[config.mk]
export PLATFORM = sky130hd
export DESIGN_NAME = framed_command_ring_fifo
export DESIGN_NICKNAME = d
export VERILOG_FILES = /design/src/hw/rtl/fcrf_pkg.sv /design/src/hw/rtl/fcrf_front.sv /design/src/hw/rtl/fcrf_cmd_queue.sv /design/src/hw/rtl/fcrf_back.sv /design/src/hw/rtl/framed_command_ring_fifo.sv
export SDC_FILE = /design/constraint.sdc
export NUM_CORES = 2
export LEC_CHECK = 0
export BUFFER_PORTS_ARGS = -buffer_cell sky130_fd_sc_hd__buf_2
export CAP_MARGIN = 20
export CORE_AREA = 2 2 569 571
export DETAILED_ROUTE_END_ITERATION = 16
export DIE_AREA = 0 0 571 573
export GPL_TIMING_DRIVEN = 1
export PLACE_DENSITY_LB_ADDON = 0.3
export SLEW_MARGIN = 20
export SYNTH_ARGS = -nofsm -noshare
export SYNTH_HDL_FRONTEND = slang
export SYNTH_MEMORY_MAX_BITS = 65536
export SYNTH_SLANG_ARGS = --single-unit
[constraint.sdc]
create_clock -name clk -period 12.6 [get_ports clk]
set_clock_uncertainty 0.2 [all_clocks]
set_input_delay 1.26 -clock clk [delete_from_list [all_inputs] [get_ports clk]]
set_output_delay 1.26 -clock clk [all_outputs]
set_load 0.05 [all_outputs]
[src/hw/rtl/fcrf_pkg.sv]
package fcrf_pkg;

	localparam int QUEUE_SLOTS_DEF     = 8;
	localparam int MAX_FRAME_BYTES_DEF = 64;

	// Field widths sized for the largest supported slot count and frame size.
	localparam int SLOT_W_MAX = 7;
	localparam int BIDX_W_MAX = 6;
	localparam int LEN_W      = 7;

	localparam int CMDQ_DEPTH = 4;

	typedef enum logic [1:0] {
		MODE_PUSH    = 2'd0,
		MODE_PEEK    = 2'd1,
		MODE_CONSUME = 2'd2,
		MODE_FLUSH   = 2'd3
	} mode_t;

	typedef enum logic [2:0] {
		ST_OK          = 3'd0,
		ST_EMPTY_FRAME = 3'd1,
		ST_TOO_LARGE   = 3'd2,
		ST_RING_FULL   = 3'd3,
		ST_RING_EMPTY  = 3'd4
	} status_t;

	typedef struct packed {
		mode_t       mode;
		logic [7:0]  data_byte;
		logic        has_byte;
		logic        frame_end;
		logic [31:0] frame_tag;
	} in_word_t;

	typedef struct packed {
		status_t          status;
		logic [7:0]       out_byte;
		logic [31:0]      out_tag;
		logic [LEN_W-1:0] out_length;
		logic             last_item;
		logic [2:0]       dropped_count;
		logic [2:0]       queue_depth;
	} out_word_t;

	typedef enum logic {
		CMD_RESULT = 1'b0,
		CMD_PEEK   = 1'b1
	} cmd_op_t;

	typedef struct packed {
		cmd_op_t               op;
		logic                  wr_en;
		logic                  commit_en;
		logic [SLOT_W_MAX-1:0] slot;
		logic [BIDX_W_MAX-1:0] idx;
		logic [7:0]            wr_data;
		logic [LEN_W-1:0]      commit_len;
		logic [31:0]           commit_tag;
		status_t               status;
		logic [2:0]            dropped;
		logic [2:0]            depth;
	} cmd_t;

	typedef enum logic [1:0] {
		BK_IDLE   = 2'd0,
		BK_META   = 2'd1,
		BK_STREAM = 2'd2
	} back_state_t;

endpackage

[src/hw/rtl/fcrf_front.sv]
module fcrf_front import fcrf_pkg::*; #(
	parameter int QUEUE_SLOTS     = QUEUE_SLOTS_DEF,
	parameter int MAX_FRAME_BYTES = MAX_FRAME_BYTES_DEF
) (
	input  logic     clk,
	input  logic     arst_n,
	input  logic     req_valid,
	output logic     req_ready,
	input  in_word_t req,
	output logic     cmd_valid,
	input  logic     cmd_ready,
	output cmd_t     cmd
);

	localparam int IW = $clog2(QUEUE_SLOTS);
	localparam int BW = (MAX_FRAME_BYTES > 1) ? $clog2(MAX_FRAME_BYTES) : 1;
	localparam int CW = $clog2(MAX_FRAME_BYTES + 1);

	logic [IW-1:0] w_q, r_q, w_n, r_n, w_next, r_next;
	logic [CW-1:0] cnt_q, cnt_n, cnt1;
	logic          ovf_q, ovf_n, ovf1;
	logic          accept;

	function automatic logic [2:0] queue_depth3(input logic [IW-1:0] w, input logic [IW-1:0] r);
		logic [IW:0]   d;
		logic [IW+2:0] e;
		d = {1'b0, w} + (IW+1)'(QUEUE_SLOTS) - {1'b0, r};
		if (d >= (IW+1)'(QUEUE_SLOTS)) begin
			d = d - (IW+1)'(QUEUE_SLOTS);
		end
		e = (IW+3)'(d);
		return e[2:0];
	endfunction

	assign req_ready = cmd_ready;
	assign cmd_valid = req_valid;
	assign accept    = req_valid && cmd_ready;

	assign w_next = (w_q == IW'(QUEUE_SLOTS - 1)) ? '0 : w_q + 1'b1;
	assign r_next = (r_q == IW'(QUEUE_SLOTS - 1)) ? '0 : r_q + 1'b1;

	always_comb begin
		w_n   = w_q;
		r_n   = r_q;
		cnt1  = cnt_q;
		ovf1  = ovf_q;
		cnt_n = cnt_q;
		ovf_n = ovf_q;
		cmd            = '0;
		cmd.op         = CMD_RESULT;
		cmd.status     = ST_OK;
		cmd.slot       = SLOT_W_MAX'(w_q);
		cmd.idx        = BIDX_W_MAX'(cnt_q[BW-1:0]);
		cmd.wr_data    = req.data_byte;
		cmd.commit_tag = req.frame_tag;
		unique case (req.mode)
			MODE_PUSH: begin
				if (req.has_byte) begin
					if (cnt_q < CW'(MAX_FRAME_BYTES)) begin
						cmd.wr_en = 1'b1;
						cnt1      = cnt_q + 1'b1;
					end else begin
						ovf1 = 1'b1;
					end
				end
				cnt_n = cnt1;
				ovf_n = ovf1;
				if (req.frame_end) begin
					if (cnt1 == '0 && !ovf1) begin
						cmd.status = ST_EMPTY_FRAME;
					end else if (ovf1) begin
						cmd.status = ST_TOO_LARGE;
					end else if (w_next == r_q) begin
						cmd.status = ST_RING_FULL;
					end else begin
						cmd.commit_en  = 1'b1;
						cmd.commit_len = LEN_W'(cnt1);
						w_n            = w_next;
					end
					cnt_n = '0;
					ovf_n = 1'b0;
				end
			end
			MODE_PEEK: begin
				if (r_q == w_q) begin
					cmd.status = ST_RING_EMPTY;
				end else begin
					cmd.op   = CMD_PEEK;
					cmd.slot = SLOT_W_MAX'(r_q);
				end
			end
			MODE_CONSUME: begin
				if (r_q == w_q) begin
					cmd.status = ST_RING_EMPTY;
				end else begin
					r_n = r_next;
				end
			end
			MODE_FLUSH: begin
				cmd.dropped = queue_depth3(w_q, r_q);
				r_n         = w_q;
			end
			default: begin
			end
		endcase
		cmd.depth = queue_depth3(w_n, r_n);
	end

	always_ff @(posedge clk or negedge arst_n) begin
		if (!arst_n) begin
			w_q   <= '0;
			r_q   <= '0;
			cnt_q <= '0;
			ovf_q <= 1'b0;
		end else if (accept) begin
			w_q   <= w_n;
			r_q   <= r_n;
			cnt_q <= cnt_n;
			ovf_q <= ovf_n;
		end
	end

endmodule

[src/hw/rtl/fcrf_cmd_queue.sv]
module fcrf_cmd_queue import fcrf_pkg::*; (
	input  logic clk,
	input  logic arst_n,
	input  logic push_valid,
	output logic push_ready,
	input  cmd_t push_cmd,
	output logic pop_valid,
	input  logic pop_ready,
	output cmd_t pop_cmd
);

	localparam int PW = (CMDQ_DEPTH > 1) ? $clog2(CMDQ_DEPTH) : 1;

	cmd_t          entries_q [CMDQ_DEPTH];
	logic [PW-1:0] wr_ptr_q, rd_ptr_q;
	logic [PW:0]   count_q;
	logic          push, pop;

	assign push_ready = (count_q != (PW+1)'(CMDQ_DEPTH));
	assign pop_valid  = (count_q != '0);
	assign pop_cmd    = entries_q[rd_ptr_q];
	assign push       = push_valid && push_ready;
	assign pop        = pop_valid && pop_ready;

	always_ff @(posedge clk) begin
		if (push) begin
			entries_q[wr_ptr_q] <= push_cmd;
		end
	end

	always_ff @(posedge clk or negedge arst_n) begin
		if (!arst_n) begin
			wr_ptr_q <= '0;
			rd_ptr_q <= '0;
			count_q  <= '0;
		end else begin
			if (push) begin
				wr_ptr_q <= (wr_ptr_q == PW'(CMDQ_DEPTH - 1)) ? '0 : wr_ptr_q + 1'b1;
			end
			if (pop) begin
				rd_ptr_q <= (rd_ptr_q == PW'(CMDQ_DEPTH - 1)) ? '0 : rd_ptr_q + 1'b1;
			end
			count_q <= count_q + (PW+1)'(push) - (PW+1)'(pop);
		end
	end

endmodule

[src/hw/rtl/fcrf_back.sv]
module fcrf_back import fcrf_pkg::*; #(
	parameter int QUEUE_SLOTS     = QUEUE_SLOTS_DEF,
	parameter int MAX_FRAME_BYTES = MAX_FRAME_BYTES_DEF
) (
	input  logic      clk,
	input  logic      arst_n,
	input  logic      cmd_valid,
	output logic      cmd_ready,
	input  cmd_t      cmd,
	output logic      rsp_valid,
	input  logic      rsp_ready,
	output out_word_t rsp
);

	localparam int IW    = $clog2(QUEUE_SLOTS);
	localparam int BW    = (MAX_FRAME_BYTES > 1) ? $clog2(MAX_FRAME_BYTES) : 1;
	localparam int CW    = $clog2(MAX_FRAME_BYTES + 1);
	localparam int DEPTH = QUEUE_SLOTS << BW;

	// Frame storage, one row of 2**BW bytes per slot.
	logic [7:0]    byte_mem [DEPTH];
	logic [CW-1:0] len_mem  [QUEUE_SLOTS];
	logic [31:0]   tag_mem  [QUEUE_SLOTS];

	back_state_t   state_q, state_n;
	logic [IW-1:0] slot_q, cmd_slot;
	logic [BW-1:0] idx_q, cmd_idx;
	logic [2:0]    depth_q;
	logic [CW-1:0] len_rd_q;
	logic [31:0]   tag_rd_q;
	logic [7:0]    byte_rd_q;

	logic      byte_we, meta_we, byte_re, meta_re, peek_start, stream_issue;
	logic      iss_valid, iss_mem, last_c;
	out_word_t iss_word;

	logic      s1_valid_q, s1_mem_s1;
	out_word_t s1_word_s1, s1_out;

	out_word_t  ofifo_q [2];
	logic       ofifo_wr_q, ofifo_rd_q;
	logic [1:0] ofifo_cnt_q;
	logic       rsp_pop, room;
	logic [2:0] occ_next;

	assign cmd_slot = cmd.slot[IW-1:0];
	assign cmd_idx  = cmd.idx[BW-1:0];

	assign rsp_valid = (ofifo_cnt_q != 2'd0);
	assign rsp       = ofifo_q[ofifo_rd_q];
	assign rsp_pop   = rsp_valid && rsp_ready;

	// An issued word passes through the s1 register before it is written into the output
	// buffer, so issue only when the buffer is sure to have a free entry by then.
	assign occ_next = 3'(ofifo_cnt_q) + 3'(s1_valid_q) - 3'(rsp_pop);
	assign room     = (occ_next <= 3'd1);

	assign last_c = (len_rd_q == '0) || ((CW'(idx_q) + 1'b1) == len_rd_q);

	always_comb begin
		state_n      = state_q;
		cmd_ready    = 1'b0;
		byte_we      = 1'b0;
		meta_we      = 1'b0;
		byte_re      = 1'b0;
		meta_re      = 1'b0;
		peek_start   = 1'b0;
		stream_issue = 1'b0;
		iss_valid    = 1'b0;
		iss_mem      = 1'b0;
		iss_word     = '0;
		iss_word.status = ST_OK;
		unique case (state_q)
			BK_IDLE: begin
				if (cmd_valid) begin
					if (cmd.op == CMD_PEEK) begin
						cmd_ready  = 1'b1;
						meta_re    = 1'b1;
						peek_start = 1'b1;
						state_n    = BK_META;
					end else if (room) begin
						cmd_ready              = 1'b1;
						byte_we                = cmd.wr_en;
						meta_we                = cmd.commit_en;
						iss_valid              = 1'b1;
						iss_word.status        = cmd.status;
						iss_word.last_item     = 1'b1;
						iss_word.dropped_count = cmd.dropped;
						iss_word.queue_depth   = cmd.depth;
					end
				end
			end
			BK_META: begin
				state_n = BK_STREAM;
			end
			BK_STREAM: begin
				if (room) begin
					stream_issue          = 1'b1;
					iss_valid             = 1'b1;
					iss_mem               = (len_rd_q != '0);
					byte_re               = (len_rd_q != '0);
					iss_word.out_tag      = tag_rd_q;
					iss_word.out_length   = LEN_W'(len_rd_q);
					iss_word.last_item    = last_c;
					iss_word.queue_depth  = depth_q;
					if (last_c) begin
						state_n = BK_IDLE;
					end
				end
			end
			default: begin
				state_n = BK_IDLE;
			end
		endcase
	end

	always_ff @(posedge clk or negedge arst_n) begin
		if (!arst_n) begin
			state_q <= BK_IDLE;
		end else begin
			state_q <= state_n;
		end
	end

	always_ff @(posedge clk) begin
		if (byte_we) begin
			byte_mem[{cmd_slot, cmd_idx}] <= cmd.wr_data;
		end
		if (byte_re) begin
			byte_rd_q <= byte_mem[{slot_q, idx_q}];
		end
	end

	always_ff @(posedge clk) begin
		if (meta_we) begin
			len_mem[cmd_slot] <= cmd.commit_len[CW-1:0];
			tag_mem[cmd_slot] <= cmd.commit_tag;
		end
		if (meta_re) begin
			len_rd_q <= len_mem[cmd_slot];
			tag_rd_q <= tag_mem[cmd_slot];
		end
	end

	always_ff @(posedge clk) begin
		if (peek_start) begin
			slot_q  <= cmd_slot;
			depth_q <= cmd.depth;
			idx_q   <= '0;
		end else if (stream_issue) begin
			idx_q <= idx_q + 1'b1;
		end
		s1_word_s1 <= iss_word;
		s1_mem_s1  <= iss_mem;
	end

	always_comb begin
		s1_out = s1_word_s1;
		if (s1_mem_s1) begin
			s1_out.out_byte = byte_rd_q;
		end
	end

	always_ff @(posedge clk) begin
		if (s1_valid_q) begin
			ofifo_q[ofifo_wr_q] <= s1_out;
		end
	end

	always_ff @(posedge clk or negedge arst_n) begin
		if (!arst_n) begin
			s1_valid_q  <= 1'b0;
			ofifo_wr_q  <= 1'b0;
			ofifo_rd_q  <= 1'b0;
			ofifo_cnt_q <= 2'd0;
		end else begin
			s1_valid_q <= iss_valid;
			if (s1_valid_q) begin
				ofifo_wr_q <= ~ofifo_wr_q;
			end
			if (rsp_pop) begin
				ofifo_rd_q <= ~ofifo_rd_q;
			end
			ofifo_cnt_q <= ofifo_cnt_q + 2'(s1_valid_q) - 2'(rsp_pop);
		end
	end

endmodule

[src/hw/rtl/framed_command_ring_fifo.sv]
// Path: an accepted word passes through the command queue, the s1 register and the output buffer;
// a peek first reads the frame's length and tag (state BK_META) before its bytes stream out.
// Throughput: one word per cycle for push, consume and flush while the output is not stalled; a peek holds
// the back end while its bytes stream out, and a four-entry command queue keeps input going until it fills.
// Reset (arst_n low): ring indices, gathered byte count, oversize flag, command queue and output buffer
// clear; frame storage is left as it was and is only read after a commit writes it.
module framed_command_ring_fifo import fcrf_pkg::*; #(
	parameter int QUEUE_SLOTS     = QUEUE_SLOTS_DEF,
	parameter int MAX_FRAME_BYTES = MAX_FRAME_BYTES_DEF
) (
	input  logic      clk,
	input  logic      arst_n,
	input  logic      req_valid,
	output logic      req_ready,
	input  in_word_t  req,
	output logic      rsp_valid,
	input  logic      rsp_ready,
	output out_word_t rsp
);

	logic front_valid, front_ready, back_valid, back_ready;
	cmd_t front_cmd, back_cmd;

	fcrf_front #(
		.QUEUE_SLOTS    (QUEUE_SLOTS),
		.MAX_FRAME_BYTES(MAX_FRAME_BYTES)
	) u_front (
		.clk      (clk),
		.arst_n   (arst_n),
		.req_valid(req_valid),
		.req_ready(req_ready),
		.req      (req),
		.cmd_valid(front_valid),
		.cmd_ready(front_ready),
		.cmd      (front_cmd)
	);

	fcrf_cmd_queue u_cmd_queue (
		.clk       (clk),
		.arst_n    (arst_n),
		.push_valid(front_valid),
		.push_ready(front_ready),
		.push_cmd  (front_cmd),
		.pop_valid (back_valid),
		.pop_ready (back_ready),
		.pop_cmd   (back_cmd)
	);

	fcrf_back #(
		.QUEUE_SLOTS    (QUEUE_SLOTS),
		.MAX_FRAME_BYTES(MAX_FRAME_BYTES)
	) u_back (
		.clk      (clk),
		.arst_n   (arst_n),
		.cmd_valid(back_valid),
		.cmd_ready(back_ready),
		.cmd      (back_cmd),
		.rsp_valid(rsp_valid),
		.rsp_ready(rsp_ready),
		.rsp      (rsp)
	);

endmodule

Yosys cells after proc, flatten, opt, wreduce, memory -nomap -nowiden
Memories as Yosys holds them, arrays and structs flattened. A register that Yosys moved wholly into a read port is not among the register bits. Index checks and enable logic that the tools add are counted.

$add $sub $neg: 19. $lt $le $gt $ge: 4. Eq/ne operators: 17. Multiplexer cells: 86. Bitwise operators: 5. Reductions and logical operators: 18.

Operators by type and width (count): 7-bit 2-to-1 mux (13); 3-bit 2-to-1 mux (17); 1-bit 2-to-1 mux (41); 3-bit case mux with 2 select lines (3); 2-bit 2-to-1 mux (8); 7-bit zero test (2); 2-bit == test, second input constant (5); 3-bit by 4-bit adder with 4-bit output, second input constant (2); 4-bit >= comparator, second input constant (2); 8-bit 2-to-1 mux (1); 4-bit by 3-bit subtractor with 4-bit output (2); 6-bit by 1-bit adder with 7-bit output, second input constant (1); 7-bit by 1-bit adder with 7-bit output, second input constant (1); 7-bit == test (1); 7-bit less-than comparator, second input constant (1); 7-bit nonzero test (1); 3-bit by 1-bit adder with 3-bit output, second input constant (2); 6-bit by 1-bit adder with 6-bit output, second input constant (1); 3-bit == test (2); 3-bit == test, second input constant (2); 2-bit case mux with 3 select lines (1); 3-bit by 1-bit subtractor with 3-bit output (2); 3-bit by 1-bit subtractor with 3-bit output, second input constant (2); 1-bit NOT (5); 21 further kinds (31).

Flip-flop bits (word level): 90. Bits in writable memories: 4810. Input bits: 48. Output and inout bits: 59. Word-level logic and storage cells: 176. Memories: 5.

Memories: u_back.byte_mem (depth 512, bits a word 8, rd ports 1, clocked after memory_dff 1, write ports 1, line fcrf_back.sv:21) `logic [7:0] byte_mem [DEPTH];`; u_cmd_queue.entries_q (depth 4, bits a word 72, rd ports 1, clocked after memory_dff 0, write ports 1, line fcrf_cmd_queue.sv:14) `cmd_t entries_q [CMDQ_DEPTH];`; u_back.tag_mem (depth 8, bits a word 32, rd ports 1, clocked after memory_dff 1, write ports 1, line fcrf_back.sv:23) `logic [31:0] tag_mem [QUEUE_SLOTS];`; u_back.ofifo_q (depth 2, bits a word 57, rd ports 1, clocked after memory_dff 0, write ports 1, line fcrf_back.sv:40) `out_word_t ofifo_q [2];`; u_back.len_mem (depth 8, bits a word 7, rd ports 1, clocked after memory_dff 1, write ports 1, line fcrf_back.sv:22) `logic [CW-1:0] len_mem [QUEUE_SLOTS];`.

Depth between registers and ports, before layout
Depth in word-level cells: 13. Mapped depth: 15. Mapped depth without buffers: 15.

Hierarchy
A second synthesis with hierarchy kept.

Cell total of the unflattened synthesis: 9653. Area total of the unflattened synthesis: 192263.1 um2.

By module, submodules not included: fcrf_back (times used 1, cells each 9031, area an instance 179662.3 um2, seq. area each 138678.0 um2); fcrf_cmd_queue (times used 1, cells each 419, area an instance 10882.9 um2, seq. area each 8823.5 um2); fcrf_front (times used 1, cells each 203, area an instance 1717.9 um2, seq. area each 350.3 um2).

Least setup slack after synthesis
No wires, ideal clock.

Path kind: in2reg. Start: input rsp_ready. End: memory u_back.len_mem[0][0] (netlist name) (enable). Library setup time: 0.484 ns. Arrival: 5.748 ns. Data required time: 11.916 ns. Path slack: 6.168 ns. Cell stages on the path: 11. Buffers on the path: 0. Path through: and2_1 -> ha_1 -> inv_1 -> ha_1 -> inv_1 -> fa_1 -> xnor2_1 -> nand2_1 -> nor3_1 -> nand2_1 -> nor3_1.

Longest elaborated chain between the ends: 9.

RTL lines: from (decl) (line framed_command_ring_fifo.sv:17) `input logic rsp_ready,`; 1-bit logical AND (line fcrf_back.sv:51) `assign rsp_pop = rsp_valid && rsp_ready;`; 3-bit by 1-bit subtractor with 3-bit output (line fcrf_back.sv:55) `assign occ_next = 3'(ofifo_cnt_q) + 3'(s1_valid_q) - 3'(rsp_pop);`; 3-bit by 1-bit <= comparator with 1-bit output (line fcrf_back.sv:56) `assign room = (occ_next <= 3'd1);`; 1-bit 2-to-1 mux (line fcrf_back.sv:81) `end else if (room) begin`; 1-bit 2-to-1 mux (line fcrf_back.sv:76) `if (cmd.op == CMD_PEEK) begin`; 1-bit 2-to-1 mux (line fcrf_back.sv:75) `if (cmd_valid) begin`; 1-bit 2-to-1 mux (line fcrf_back.sv:73) `unique case (state_q)`; 1-bit 2-to-1 mux (line fcrf_back.sv:135) `if (meta_we) begin`; 1-bit 2-to-1 mux (not written as such) (line fcrf_back.sv:136) `len_mem[cmd_slot] <= cmd.commit_len[CW-1:0];`; to (decl) (line fcrf_back.sv:22).

Every way passes these cells.

Worst setup path in the final report
Start: register u_cmd_queue.rd_ptr_q[0]. End: memory u_back.byte_mem[431][5] (enable).

Longest elaborated chain between the ends: 7.

RTL lines: from (decl) (line fcrf_cmd_queue.sv:15) `logic [PW-1:0] wr_ptr_q, rd_ptr_q;`; from (signal assigned) (line fcrf_cmd_queue.sv:41) `rd_ptr_q <= (rd_ptr_q == PW'(CMDQ_DEPTH - 1)) ? '0 : rd_ptr_q + 1'b1;`; memory read 4 x 72 bit *; 1-bit 2-to-1 mux (line fcrf_back.sv:81); 1-bit 2-to-1 mux (line fcrf_back.sv:76); 1-bit 2-to-1 mux (line fcrf_back.sv:75); 1-bit 2-to-1 mux (line fcrf_back.sv:73); 1-bit 2-to-1 mux (line fcrf_back.sv:126) `if (byte_we) begin`; 1-bit 2-to-1 mux (not written as such) (line fcrf_back.sv:127) `byte_mem[{cmd_slot, cmd_idx}] <= cmd.wr_data;`; to (decl) (line fcrf_back.sv:21).

Mark *: on every way between the ends. The rest lies on a longest branch, timed or not.

==> flow_metrics.env <==
export IMPL_hold_viol=0
export IMPL_drt_iter0_drc=16201
export IMPL_dp_hpwl_um=296000
export IMPL_vias=101400
export IMPL_ff_latch_area_um2=147000
export IMPL_cts_sinks=4931
export IMPL_fin_util_pct=66.1
export IMPL_synth_warnings=0
export IMPL_regToRegSetupSlack_ns=6.10
export IMPL_grt_ovfl_total=0
export IMPL_status="finished, final reports clean"
export IMPL_postCtsResizedCells=0
export IMPL_reg2reg_depth=10
export IMPL_dieHeight_um=573
export IMPL_drc=0
export IMPL_path_delay_family="simple AND/OR/NAND/NOR gates"
export IMPL_place_gp_congestion=0.958
export IMPL_avgSynthCellArea_um2=19.8
export IMPL_tritoncts="yes"
export IMPL_fin_crit_sh_pct=51.6
export IMPL_r2r_end="u_back.byte_mem[431][5]"
export IMPL_r2r_start="u_cmd_queue.rd_ptr_q[0]"
export IMPL_worstSetupStartpointType="flop"
export IMPL_slew_headroom_pct=16.2
export IMPL_cpMaxStageDelayCell="dfrtp_4"
export IMPL_setup_viol=0
export IMPL_worstMarginPinSlew_ns=1.26
export IMPL_worstSetupEndpointType="flop"
export IMPL_synth_edf_count=4847
export IMPL_p_per_area_nw_per_um2=222
export IMPL_antenna_left=0
export IMPL_post_cts_buffers=0
export IMPL_synth_area_top_cells="edfxtp_1, mux4_2, mux2i_1"
export IMPL_cp_required_ns=13.02
export IMPL_max_freq_mhz=154
export IMPL_drive_gt1_share_pct=19.5
export IMPL_grt_total_usage_pct=30.3
export IMPL_route_detailed_wl_per_inst_um=34.3
export IMPL_clkTransAtPathRegs_ns=0.06
export IMPL_irDropWorstVdd_uv=250
export IMPL_arrival_ns=6.92
export IMPL_synthArstFlopShare_pct=0.568
export IMPL_rows=208
export IMPL_cts_inserted_buffers=457
export IMPL_synth_most_common_cell="edfxtp_1"
export IMPL_power_leakage_nw=65.0
export IMPL_crit_top_cell="buf_4"
export IMPL_rsz0062_at_grt="false"
export IMPL_synthTopCellsByCount="edfxtp_1, mux4_2, nor2_1"
export IMPL_netlist_area_leader_share_pct=75.8
export IMPL_syn2layout_area_growth_pct=10.4
export IMPL_grt_pass1_wl_um=711000
export IMPL_setup_tns_ns=0
export IMPL_max_cap_violations=0
export IMPL_ys_seq_elements=4931
export IMPL_portBuffers=106
export IMPL_viasPerCell=6.95
export IMPL_cts_root_buf="clkbuf_16"
export IMPL_finalNetCount=9934
export IMPL_drv_slew=0
export IMPL_drt_pass1_iterations=8
export IMPL_multi_input_area_um2=41100
export IMPL_synthCells=9713
export IMPL_synth_ff_type="edfxtp_1"
export IMPL_synth_top_cell_by_area="edfxtp_1"
export IMPL_ys_types=85
export IMPL_ios=107
export IMPL_worst_setup_path_type="flop to flop"
export IMPL_htreeDepth=5
export IMPL_path_cells="buf_4 -> mux2i_1 -> mux2_2 -> inv_2 -> buf_4 -> nand2_1 -> nor2_2 -> buf_4 -> nand2_1 -> nor2_1"
export IMPL_start_util_pct=59.9
export IMPL_final_min_clock_period_ns=6.50
export IMPL_synth_seq_area_share_pct=76.8
export IMPL_coreArea_um2=320000
export IMPL_die_w_um=571
export IMPL_synth_area_um2=192000
export IMPL_max_stage_delay_ns=0.88
export IMPL_antenna_found_initial=34
export IMPL_routed_wirelength_um=501000
export IMPL_cp_max_fo=39
export IMPL_fill_cells=19717
export IMPL_die_area_um2=327000
export IMPL_fin_ws_ns=6.10
export IMPL_synth_nets=9788
export IMPL_insertion_delay_ns=0.99
export IMPL_cts_max_path_buffers=4
export IMPL_place_worst_setup_slack_ns=5.52
export IMPL_ctsHoldBuffers=0
export IMPL_grt_max_degree=152
export IMPL_worst_path_buf_inv=4
export IMPL_min_path_type="input port to async pin"
export IMPL_first_global_vias=98435
## report_power, final
group | leakage (nW) | switching, mW | internal [mW]
Sequential | 44.5 | 0.313 | 21.5
Combinational | 12.9 | 7.98 | 2.75
Clock | 7.61 | 6.12 | 8.32
Total | 65.0 | 14.4 | 32.6
## flip-flops by register name, indices dropped and copies added, names as in the netlist, 2 cells and up
register and flops:
u_cmd_queue.rd_ptr_q 2, u_back.byte_rd_q 8, u_back.slot_q 3, u_back.len_mem 56, u_back.s1_out 49, u_back.state_q 2
u_cmd_queue.wr_ptr_q 2, u_back.byte_mem 4096, u_front.cnt_q 7, u_cmd_queue.count_q 3, u_back.depth_q 3, u_back.tag_mem 256
u_back.len_rd_q 7, u_cmd_queue.entries_q 272, u_back.ofifo_cnt_q 2, u_front.r_q 3, u_back.idx_q 6, u_back.ofifo_q 114
u_front.w_q 3, u_back.tag_rd_q 32
## cell usage in the layout (no fill, tap or decap), types with 26 or more instances in the layout
| master | count |
|---|---|
| edfxtp_1 | 4847 |
| mux4_2 | 792 |
| mux2i_1 | 628 |
| nor2_1 | 624 |
| clkbuf_16 | 460 |
| nand2_1 | 320 |
| o221ai_1 | 200 |
| a21oi_1 | 181 |
| o21ai_0 | 172 |
| o22ai_1 | 166 |
| buf_4 | 150 |
| nor3_1 | 123 |
| mux2_2 | 109 |
| buf_2 | 106 |
| a22oi_1 | 82 |
| clkbuf_1 | 78 |
| clkinv_2 | 76 |
| bufinv_16 | 74 |
| clkinv_1 | 73 |
| and2_1 | 71 |
| nor4_1 | 56 |
| nand4_1 | 53 |
| a211oi_1 | 51 |
| dfxtp_1 | 50 |
| nand3_1 | 41 |
| or3_1 | 34 |
| clkinvlp_4 | 34 |
| a2111oi_0 | 31 |
| diode_2 | 27 |
| a221oi_1 | 26 |
## layout make-up
type / count / share of cell area, %
Inverter: 27 / 0.0525
Multi-Input combinational cell: 4165 / 19.4
Sequential cell: 4931 / 69.6
Tap cell: 4305 / 2.54
Antenna cell: 27 / 0.0319
Clock inverter: 315 / 1.81
Timing Repair Buffer: 277 / 0.976
Clock buffer: 547 / 5.63
## through the flow
| step | power (mW) | hold slack, ns | cell area, um^2 | std cells |
|---|---|---|---|---|
| floorplan | 28.9 | 0.204 | 192000 | 9713 |
| global placement | 32.7 | 0.208 | 196000 | 13705 |
| detailed placement | 32.8 | 0.213 | 196000 | 13705 |
| CTS | 47.0 | 0.0924 | 212000 | 14567 |
| global route | 48.2 | 0.149 | 212000 | 14571 |
| finish | 47.0 | 0.129 | 212000 | 14594 |
## worst max path at each step
stage,start,end,cells after the start
after floorplan,rsp_ready,u_back.len_mem[0][0],11
after global placement,rsp_ready,u_back.byte_mem[300][3],15
after detailed placement,rsp_ready,u_back.byte_mem[284][4],15
after CTS,u_cmd_queue.rd_ptr_q[0],u_back.byte_mem[149][0],10
after global routing,u_cmd_queue.rd_ptr_q[0],u_back.byte_mem[149][2],10
final,u_cmd_queue.rd_ptr_q[0],u_back.byte_mem[431][5],10
## logic make-up (layout without fill, tap and decap cells)
group / count (synthesis) / in the layout / share of synthesized area (%)
flip-flops: 4931 / 4931 / 76.8
AND/OR/NAND/NOR: 1505 / 1505 / 3.61
buffers and inverters: 617 / 1166 / 1.95
adder cells (fa/ha/maj): 27 / 27 / 0.192
multiplexers: 1552 / 1552 / 13.5
XOR/XNOR: 28 / 28 / 0.128
AO/OA/AOI/OAI: 1053 / 1053 / 3.82
other: 0 / 27 / 0
## routing by layer
metal | global-route usage, % | part of all wire [%] | up-vias
met1 | 42.3 | 36 | 51802
met3 | 8.33 | 13 | 1235
li1 | - | - | 40298
met4 | 12.2 | 4.4 | 39
met5 | 0 | 0.062 | -
met2 | 45.8 | 46 | 8026
Power figures use the tool's default switching activity.
